## config.mk

```make
export PLATFORM = sky130hd
export DESIGN_NAME = delimiter_string_splitter
export DESIGN_NICKNAME = d
export VERILOG_FILES = /design/src/rtl/core/dss_pkg.sv /design/src/rtl/core/dss_in_stage.sv /design/src/rtl/core/dss_engine.sv /design/src/rtl/core/dss_out_stage.sv /design/src/rtl/core/delimiter_string_splitter.sv
export SDC_FILE = /design/constraint.sdc
export NUM_CORES = 1
export LEC_CHECK = 0
export ABC_AREA = 1
export BUFFER_PORTS_ARGS = -buffer_cell sky130_fd_sc_hd__buf_2
export CORE_MARGIN = 8
export CORE_UTILIZATION = 40
export CTS_BUF_LIST = sky130_fd_sc_hd__clkbuf_2 sky130_fd_sc_hd__clkbuf_4 sky130_fd_sc_hd__clkbuf_8
export DETAILED_ROUTE_END_ITERATION = 8
export PLACE_DENSITY_LB_ADDON = 0.2
export SLEW_MARGIN = 20
export SYNTH_ARGS = -nofsm -noshare
export SYNTH_HDL_FRONTEND = slang
export SYNTH_SLANG_ARGS = --single-unit
```

## constraint.sdc

```tcl
create_clock -name clk -period 10.1 [get_ports clk]
set_input_delay 2.02 -clock clk [delete_from_list [all_inputs] [get_ports clk]]
set_output_delay 2.02 -clock clk [all_outputs]
set_load 0.02 [all_outputs]
```

## src/rtl/core/dss_pkg.sv

```systemverilog
// ----------------------------------------------------------------------------
// dss_pkg
// Shared types and constants for the delimiter string splitter: item and
// result layouts, configuration register indexes and reset values.
// ----------------------------------------------------------------------------
package dss_pkg;

	// window depth, also the longest delimiter supported
	localparam int MAX_DELIM_BYTES = 8;

	// configuration register indexes
	localparam logic [1:0] CFG_DELIM_BYTES  = 2'd0;
	localparam logic [1:0] CFG_DELIM_LENGTH = 2'd1;
	localparam logic [1:0] CFG_SPLIT_LIMIT  = 2'd2;

	// configuration reset values
	localparam logic [63:0] RST_DELIM_BYTES  = 64'd44;
	localparam logic [3:0]  RST_DELIM_LENGTH = 4'd1;
	localparam logic [30:0] RST_SPLIT_LIMIT  = 31'h7fff_ffff;

	// one input item
	typedef struct packed {
		logic [7:0] in_byte;
		logic       has_byte;
		logic       is_last;
	} item_t;

	// one result item
	typedef struct packed {
		logic [7:0] out_byte;
		logic       byte_valid;
		logic       piece_end;
		logic       string_end;
		logic       bad_delimiter;
	} result_t;

	// configuration register set
	typedef struct packed {
		logic [63:0] delimiter_bytes;
		logic [3:0]  delimiter_length;
		logic [30:0] split_limit;
	} cfg_t;

endpackage

```

## src/rtl/core/dss_in_stage.sv

```systemverilog
// ----------------------------------------------------------------------------
// dss_in_stage
// Input register: holds one item until the engine has finished with it.
// ----------------------------------------------------------------------------
module dss_in_stage (
	input  logic            clk,
	input  logic            arst_n,
	input  logic            in_valid,
	output logic            in_ready,
	input  dss_pkg::item_t  in_item,
	output logic            item_valid,
	output dss_pkg::item_t  item,
	input  logic            take
);

	logic           valid_q;
	dss_pkg::item_t item_q;

	// free, or being emptied this cycle
	assign in_ready   = !valid_q || take;
	assign item_valid = valid_q;
	assign item       = item_q;

	// occupancy
	always_ff @(posedge clk or negedge arst_n) begin
		if (!arst_n) begin
			valid_q <= 1'b0;
		end else if (in_ready) begin
			valid_q <= in_valid;
		end
	end

	// payload
	always_ff @(posedge clk) begin
		if (in_valid && in_ready) begin
			item_q <= in_item;
		end
	end

endmodule

```

## src/rtl/core/dss_engine.sv

```systemverilog
// ----------------------------------------------------------------------------
// dss_engine
// Splitting state (window, count, splits left, string start flag) and the
// per-cycle step, held while the output is full; at most one result per step.
// ----------------------------------------------------------------------------
module dss_engine #(
	parameter int MAX_DELIM_BYTES = dss_pkg::MAX_DELIM_BYTES
) (
	input  logic              clk,
	input  logic              arst_n,
	input  dss_pkg::cfg_t     cfg,
	input  logic              item_valid,
	input  dss_pkg::item_t    item,
	output logic              take,
	input  logic              out_free,
	output logic              res_valid,
	output dss_pkg::result_t  res
);

	localparam int CW = $clog2(MAX_DELIM_BYTES + 1);

	logic [7:0]    win_q [MAX_DELIM_BYTES];
	logic [7:0]    win_n [MAX_DELIM_BYTES];
	logic [CW-1:0] cnt_q, cnt_n, cnt_e;
	logic [30:0]   spl_q, spl_n, spl_e, spl_init;
	logic          fresh_q, fresh_n;
	logic          tail_q, tail_n;
	logic [CW-1:0] d;
	logic          active, fire, done, res_v, go_tail, matched;
	dss_pkg::result_t res_c;

	// effective delimiter length, clamped to the window depth
	always_comb begin
		if (cfg.delimiter_length > 4'(MAX_DELIM_BYTES)) begin
			d = CW'(MAX_DELIM_BYTES);
		end else begin
			d = CW'(cfg.delimiter_length);
		end
	end

	// state as seen by this step, with string start applied
	assign spl_init = (cfg.split_limit <= 31'd1) ? 31'd0 : cfg.split_limit - 31'd1;
	assign spl_e    = fresh_q ? spl_init : spl_q;
	assign cnt_e    = fresh_q ? '0 : cnt_q;

	assign active = item_valid && (item.has_byte || item.is_last);
	assign fire   = active && out_free;

	// one step of the item
	always_comb begin
		win_n   = win_q;
		cnt_n   = cnt_e;
		spl_n   = spl_e;
		tail_n  = tail_q;
		res_c   = '0;
		res_v   = 1'b0;
		done    = 1'b0;
		matched = 1'b1;
		go_tail = tail_q || !item.has_byte;
		if (d == '0) begin
			// bad delimiter: bytes dropped, one error mark at string end
			done = 1'b1;
			if (item.is_last) begin
				res_v               = 1'b1;
				res_c.string_end    = 1'b1;
				res_c.bad_delimiter = 1'b1;
				cnt_n               = '0;
			end
		end else begin
			// byte phase
			if (!go_tail) begin
				if (spl_n != '0) begin
					if (cnt_n >= d) begin
						// window too full after a length change
						res_v            = 1'b1;
						res_c.out_byte   = win_n[0];
						res_c.byte_valid = 1'b1;
						for (int i = 0; i < MAX_DELIM_BYTES - 1; i++) begin
							win_n[i] = win_n[i+1];
						end
						cnt_n = cnt_n - CW'(1);
					end else begin
						for (int i = 0; i < MAX_DELIM_BYTES; i++) begin
							if (CW'(i) == cnt_n) begin
								win_n[i] = item.in_byte;
							end
						end
						cnt_n   = cnt_n + CW'(1);
						go_tail = 1'b1;
						if (cnt_n == d) begin
							for (int j = 0; j < MAX_DELIM_BYTES; j++) begin
								if (CW'(j) < d &&
								    win_n[j] != cfg.delimiter_bytes[8*j +: 8]) begin
									matched = 1'b0;
								end
							end
							res_v = 1'b1;
							if (matched) begin
								res_c.piece_end = 1'b1;
								cnt_n           = '0;
								spl_n           = spl_n - 31'd1;
							end else begin
								res_c.out_byte   = win_n[0];
								res_c.byte_valid = 1'b1;
								for (int i = 0; i < MAX_DELIM_BYTES - 1; i++) begin
									win_n[i] = win_n[i+1];
								end
								cnt_n = cnt_n - CW'(1);
							end
						end
					end
				end else begin
					// no splits left: drain, then pass the byte through
					if (cnt_n != '0) begin
						res_v            = 1'b1;
						res_c.out_byte   = win_n[0];
						res_c.byte_valid = 1'b1;
						for (int i = 0; i < MAX_DELIM_BYTES - 1; i++) begin
							win_n[i] = win_n[i+1];
						end
						cnt_n = cnt_n - CW'(1);
					end else begin
						win_n[0] = item.in_byte;
						cnt_n    = CW'(1);
						go_tail  = 1'b1;
					end
				end
			end
			// tail phase: string end flush or pass-through drain
			if (go_tail) begin
				if (res_v) begin
					if (item.is_last || (spl_n == '0 && cnt_n != '0)) begin
						tail_n = 1'b1;
					end else begin
						done = 1'b1;
					end
				end else if (item.is_last) begin
					res_v = 1'b1;
					if (cnt_n == '0) begin
						res_c.piece_end  = 1'b1;
						res_c.string_end = 1'b1;
						done             = 1'b1;
					end else begin
						res_c.out_byte   = win_n[0];
						res_c.byte_valid = 1'b1;
						res_c.piece_end  = (cnt_n == CW'(1));
						res_c.string_end = (cnt_n == CW'(1));
						done             = (cnt_n == CW'(1));
						for (int i = 0; i < MAX_DELIM_BYTES - 1; i++) begin
							win_n[i] = win_n[i+1];
						end
						cnt_n  = cnt_n - CW'(1);
						tail_n = 1'b1;
					end
				end else if (spl_n == '0 && cnt_n != '0) begin
					res_v            = 1'b1;
					res_c.out_byte   = win_n[0];
					res_c.byte_valid = 1'b1;
					done             = (cnt_n == CW'(1));
					for (int i = 0; i < MAX_DELIM_BYTES - 1; i++) begin
						win_n[i] = win_n[i+1];
					end
					cnt_n  = cnt_n - CW'(1);
					tail_n = 1'b1;
				end else begin
					done = 1'b1;
				end
			end
		end
		if (done) begin
			tail_n = 1'b0;
		end
		fresh_n = done && item.is_last;
	end

	assign take      = item_valid && (!active || (out_free && done));
	assign res_valid = fire && res_v;
	assign res       = res_c;

	// control state
	always_ff @(posedge clk or negedge arst_n) begin
		if (!arst_n) begin
			cnt_q   <= '0;
			spl_q   <= '0;
			fresh_q <= 1'b1;
			tail_q  <= 1'b0;
		end else if (fire) begin
			cnt_q   <= cnt_n;
			spl_q   <= spl_n;
			fresh_q <= fresh_n;
			tail_q  <= tail_n;
		end
	end

	// window bytes, read only below the count
	always_ff @(posedge clk) begin
		if (fire) begin
			win_q <= win_n;
		end
	end

	a_cnt_bound: assert property (@(posedge clk) disable iff (!arst_n)
		cnt_q <= CW'(MAX_DELIM_BYTES))
		else $error("window count above depth");

	a_tail_mid_string: assert property (@(posedge clk) disable iff (!arst_n)
		tail_q |-> !fresh_q)
		else $error("flush phase pending at string start");

	a_res_needs_room: assert property (@(posedge clk) disable iff (!arst_n)
		res_valid |-> out_free && (res.byte_valid || res.out_byte == 8'd0))
		else $error("result produced without room or with stray byte");

endmodule

```

## src/rtl/core/dss_out_stage.sv

```systemverilog
// ----------------------------------------------------------------------------
// dss_out_stage
// Output register: holds one result item while the consumer stalls.
// ----------------------------------------------------------------------------
module dss_out_stage (
	input  logic              clk,
	input  logic              arst_n,
	input  logic              load,
	input  dss_pkg::result_t  res,
	output logic              out_free,
	output logic              out_valid,
	input  logic              out_ready,
	output dss_pkg::result_t  out_item
);

	logic             valid_q;
	dss_pkg::result_t data_q;

	// empty, or being drained this cycle
	assign out_free  = !valid_q || out_ready;
	assign out_valid = valid_q;
	assign out_item  = data_q;

	// occupancy
	always_ff @(posedge clk or negedge arst_n) begin
		if (!arst_n) begin
			valid_q <= 1'b0;
		end else if (out_free) begin
			valid_q <= load;
		end
	end

	// payload
	always_ff @(posedge clk) begin
		if (load) begin
			data_q <= res;
		end
	end

endmodule

```

## src/rtl/core/delimiter_string_splitter.sv

```systemverilog
// ----------------------------------------------------------------------------
// delimiter_string_splitter
// Splits a byte string at leftmost non-overlapping delimiters, up to a limit.
// ----------------------------------------------------------------------------
// An ordinary byte item gives at most one result item and is taken from the
// input register as that result is loaded, so a steady stream runs at one
// item per cycle while the output register is free. The item that ends a
// string stays in the input register while the pending window (up to
// MAX_DELIM_BYTES bytes) is flushed one byte per cycle through the single
// output register, as long as that register is free. After the delimiter
// length is shortened mid-string, the next byte first releases each surplus
// window byte as a result item of its own. Input and output each have one
// register stage; results are formed combinationally between the two.
// ----------------------------------------------------------------------------
module delimiter_string_splitter #(
	parameter int MAX_DELIM_BYTES = dss_pkg::MAX_DELIM_BYTES
) (
	input  logic              clk,
	input  logic              arst_n,
	input  logic              cfg_we,
	input  logic [1:0]        cfg_index,
	input  logic [63:0]       cfg_data,
	input  logic              in_valid,
	output logic              in_ready,
	input  dss_pkg::item_t    in_item,
	output logic              out_valid,
	input  logic              out_ready,
	output dss_pkg::result_t  out_item
);

	dss_pkg::cfg_t    cfg_q;
	dss_pkg::item_t   item;
	dss_pkg::result_t res;
	logic             item_valid, take, out_free, res_valid;

	// configuration registers
	always_ff @(posedge clk or negedge arst_n) begin
		if (!arst_n) begin
			cfg_q.delimiter_bytes  <= dss_pkg::RST_DELIM_BYTES;
			cfg_q.delimiter_length <= dss_pkg::RST_DELIM_LENGTH;
			cfg_q.split_limit      <= dss_pkg::RST_SPLIT_LIMIT;
		end else if (cfg_we) begin
			unique case (cfg_index)
				dss_pkg::CFG_DELIM_BYTES:  cfg_q.delimiter_bytes  <= cfg_data;
				dss_pkg::CFG_DELIM_LENGTH: cfg_q.delimiter_length <= cfg_data[3:0];
				dss_pkg::CFG_SPLIT_LIMIT:  cfg_q.split_limit      <= cfg_data[30:0];
				default: begin
				end
			endcase
		end
	end

	// input register
	dss_in_stage u_in (
		.clk        (clk),
		.arst_n     (arst_n),
		.in_valid   (in_valid),
		.in_ready   (in_ready),
		.in_item    (in_item),
		.item_valid (item_valid),
		.item       (item),
		.take       (take)
	);

	// splitting step
	dss_engine #(
		.MAX_DELIM_BYTES (MAX_DELIM_BYTES)
	) u_engine (
		.clk        (clk),
		.arst_n     (arst_n),
		.cfg        (cfg_q),
		.item_valid (item_valid),
		.item       (item),
		.take       (take),
		.out_free   (out_free),
		.res_valid  (res_valid),
		.res        (res)
	);

	// result register
	dss_out_stage u_out (
		.clk       (clk),
		.arst_n    (arst_n),
		.load      (res_valid),
		.res       (res),
		.out_free  (out_free),
		.out_valid (out_valid),
		.out_ready (out_ready),
		.out_item  (out_item)
	);

endmodule

```

==> impl_metrics.yaml <==
outcome:
  status: "completed"
place:
  hpwl_mm: 50.75
  globalplace.congestion: 0.9544
  portBuffers: 94
  post-place-ws_ps: 1734
cts:
  clock_latency_ps: 650
  holdBufCountCts: 0
  htreeDepth: 2
  root_buffer: "clkbuf_8"
  postCtsSetupRepairBufs: 0
  clock-sinks: 224
  cts_tree: "yes"
  cts.repair.resized: 0
  clk_pin_slew_ps: 60
  cts_buffers: 46
  cts_buffer_depth: 3
sta:
  slew_headroom_pct: 28.66
  min_period_ps: 9054
  rsz0062_at_grt: "false"
  setup_slack_ps: 1046
  tns_ps: 0
  finalHoldViolCount: 0
  finClkSkew_ps: 51.19
  slew_violations: 0
  tightest_slew_ps: 1066
  clock.fmax_ghz: 0.1104
  setup-violations-final: 0
  period_share_pct: 89.65
logic_synthesis:
  synth_area_leaders: "nand2_1 19%, edfxtp_1 14%, dfrtp_1 14%"
  yosys_warnings: 0
  yosys.cell_types.count: 55
  yosys.area.top_type: "nand2_1"
  synth_edf_count: 86
  yosysSeqAreaShare_pct: 33.46
  yosys_most_used_dff: "dfrtp_1"
  synth_nets: 2935
  netlist_area_sq_um: 18170
  synth_top_area_share_pct: 18.92
  async_flop_share_pct: 61.61
  syn_area_per_cell_sq_um: 6.399
  ys_seq_elements: 224
  synthCells: 2840
setup_path:
  cpMaxStageDelayCell: "buf_4"
  critPathBufInv: 5
  start_kind: "flip-flop"
  path_common_cell: "nand2_1"
  endpoint_kind: "output pin"
  cp.required_ps: 8080
  criticalPathCategory: "flip-flop to output pin"
  path_max_fanout: 61
  cp_slowest_stage_delay_ps: 610
  critPathTopFamily: "simple AND/OR/NAND/NOR gates"
  arrival_ps: 7030
power_and_ir_drop:
  power_w: 0.007629
  seq_power_share_pct: 23.5
  swShare_pct: 54.62
  ir_worst_vdd_uv: 176.8
  power.leakage_nw: 9.535
  power.share.clock_pct: 14.1
  comb_power_share_pct: 62.4
  p_int_w: 0.003463
  p_sw_w: 0.004167
  p_per_area_nw_per_um2: 380.9
cells_and_area:
  seq_area_sq_um: 6081
  final_nets: 2961
  drive_above_1_share_pct: 10.98
  final_cell_mix: "915 x nand2_1, 348 x inv_1, 279 x nor2_1"
  final_common_cell: "nand2_1"
  multi_input_area_sq_um: 10160
  fillers: 4844
  area_growth_syn_to_layout_pct: 10.21
drt:
  wire_per_inst_um: 20.38
  ant_nets: 0
  routed_via_density: 5.586
  vias: 19580
  drt-pass1-iter-count: 7
  drt_iter0_drc: 2119
  drc: 0
  wl_mm: 71.44
floorplan:
  core.rowCount: 78
  die_h_um: 229.2
  start_util_pct: 40.31
  num_io_pins: 95
  die_area_sq_um: 52510
  core_area_sq_um: 45090
  die_w_um: 229.2
job:
  maxCapViolCount: 0
global_route:
  antenna_found_initial: 0
  grt_pass1_vias: 18527
  grt_max_degree: 90
  grt_overflow: 0
  grt_usage_pct: 26.27
  grt_pass1_wl_mm: 109.5
worst_hold_path:
  hold_path.class: "flip-flop to flip-flop"
-- cells in the mapped netlist (13+ instances only) --
cell / count
mux2_2: 14
nor3_1: 22
nor2_1: 283
o22ai_1: 23
o21ai_1: 50
o211ai_1: 13
dfrtp_1: 102
o2111ai_1: 43
clkbuf_1: 94
a22oi_1: 46
dfstp_2: 36
nand3_1: 206
xor2_1: 14
inv_1: 349
nand3b_1: 27
edfxtp_1: 86
nand2_1: 916
a21oi_1: 107
nand4_1: 17
o21ai_0: 232
buf_2: 17
nor2_2: 14
ha_1: 14
-- layer usage --
layer	vias to the layer above	share of wire, %	track usage [%]
li1	9361	-	-
met2	842	45	42.58
met1	9187	43	34.33
met4	0	5.2	12.83
met3	190	6.8	3.300
met5	-	0	0
-- area by class of cell --
type | instances | area share, %
well taps | 600 | 3.748
diodes | 1 | 0.01249
repair buffers | 115 | 3.167
flip-flops and latches | 224 | 30.36
inverters | 360 | 6.784
multi-input cells | 2119 | 50.74
clock inverters | 12 | 0.4748
clock buffers | 74 | 4.710
-- logic make-up (layout without fill, tap and decap cells) --
family / after synthesis / count (layout) / synth area share [%]
AND/OR/NAND/NOR: 1518 / 1518 / 34.93
AO/OA/AOI/OAI: 557 / 557 / 18.01
buffers and inverters: 497 / 561 / 11.00
flip-flops: 224 / 224 / 33.46
XOR/XNOR: 16 / 16 / 0.7711
adder cells (fa/ha/maj): 14 / 14 / 0.9639
multiplexers: 14 / 14 / 0.8675
other: 0 / 1 / 0
-- worst paths after layout --
check                             startpoint            endpoint  slack [ps]  cells past startpoint
setup / recovery            u_engine.fresh_q            in_ready        1050                     30
hold / removal             u_engine.spl_q[8]   u_engine.spl_q[8]         490                      2
setup reg to reg            u_engine.fresh_q  u_engine.win_q[59]        2490                     31
hold reg to reg            u_engine.spl_q[8]   u_engine.spl_q[8]         490                      2
max in group asynchronous             arst_n           cfg_q[98]        7240                      2
min in group asynchronous             arst_n           cfg_q[51]        1480                      1
-- worst reg2reg max path: cells and delay by family (launching register included) --
| family | cells | cell delay (ps) |
|---|---|---|
| adder cells (fa/ha/maj) | 2 | 770 |
| flip-flops | 1 | 510 |
| buffers and inverters | 7 | 2020 |
| AND/OR/NAND/NOR | 18 | 3050 |
| AO/OA/AOI/OAI | 4 | 1130 |
-- power by group through the flow --
stage	registers (W)	logic [W]	clock network, W
3_3_place_gp	0.00179	0.00463	0
6_report	0.00179	0.00476	0.00108
2_1_floorplan	0.00167	0.00343	0
4_1_cts	0.00178	0.00468	0.00110
5_1_grt	0.00182	0.00532	0.00114
3_5_place_dp	0.00179	0.00466	0
-- through the flow --
step	cells	utilization [%]	instance area, sq um	hold slack, ps
floorplan	2840	-	18170	449.5
global placement	3418	42.09	18980	466.1
detailed placement	3418	42.09	18980	469.9
CTS	3504	44.39	20020	489.2
global route	3504	44.42	20030	508.5
finish	3505	44.42	20030	485.9
-- state kept, by name, indices dropped and copies added, names as in the netlist --
register	cells
u_engine.cnt_q	4
cfg_q	99
u_out.out_item	12
u_in.item_valid	1
u_in.item	10
u_engine.win_q	64
u_engine.tail_q	1
u_engine.spl_q	31
u_engine.fresh_q	1
u_out.out_valid	1
Power figures use the tool's default switching activity.
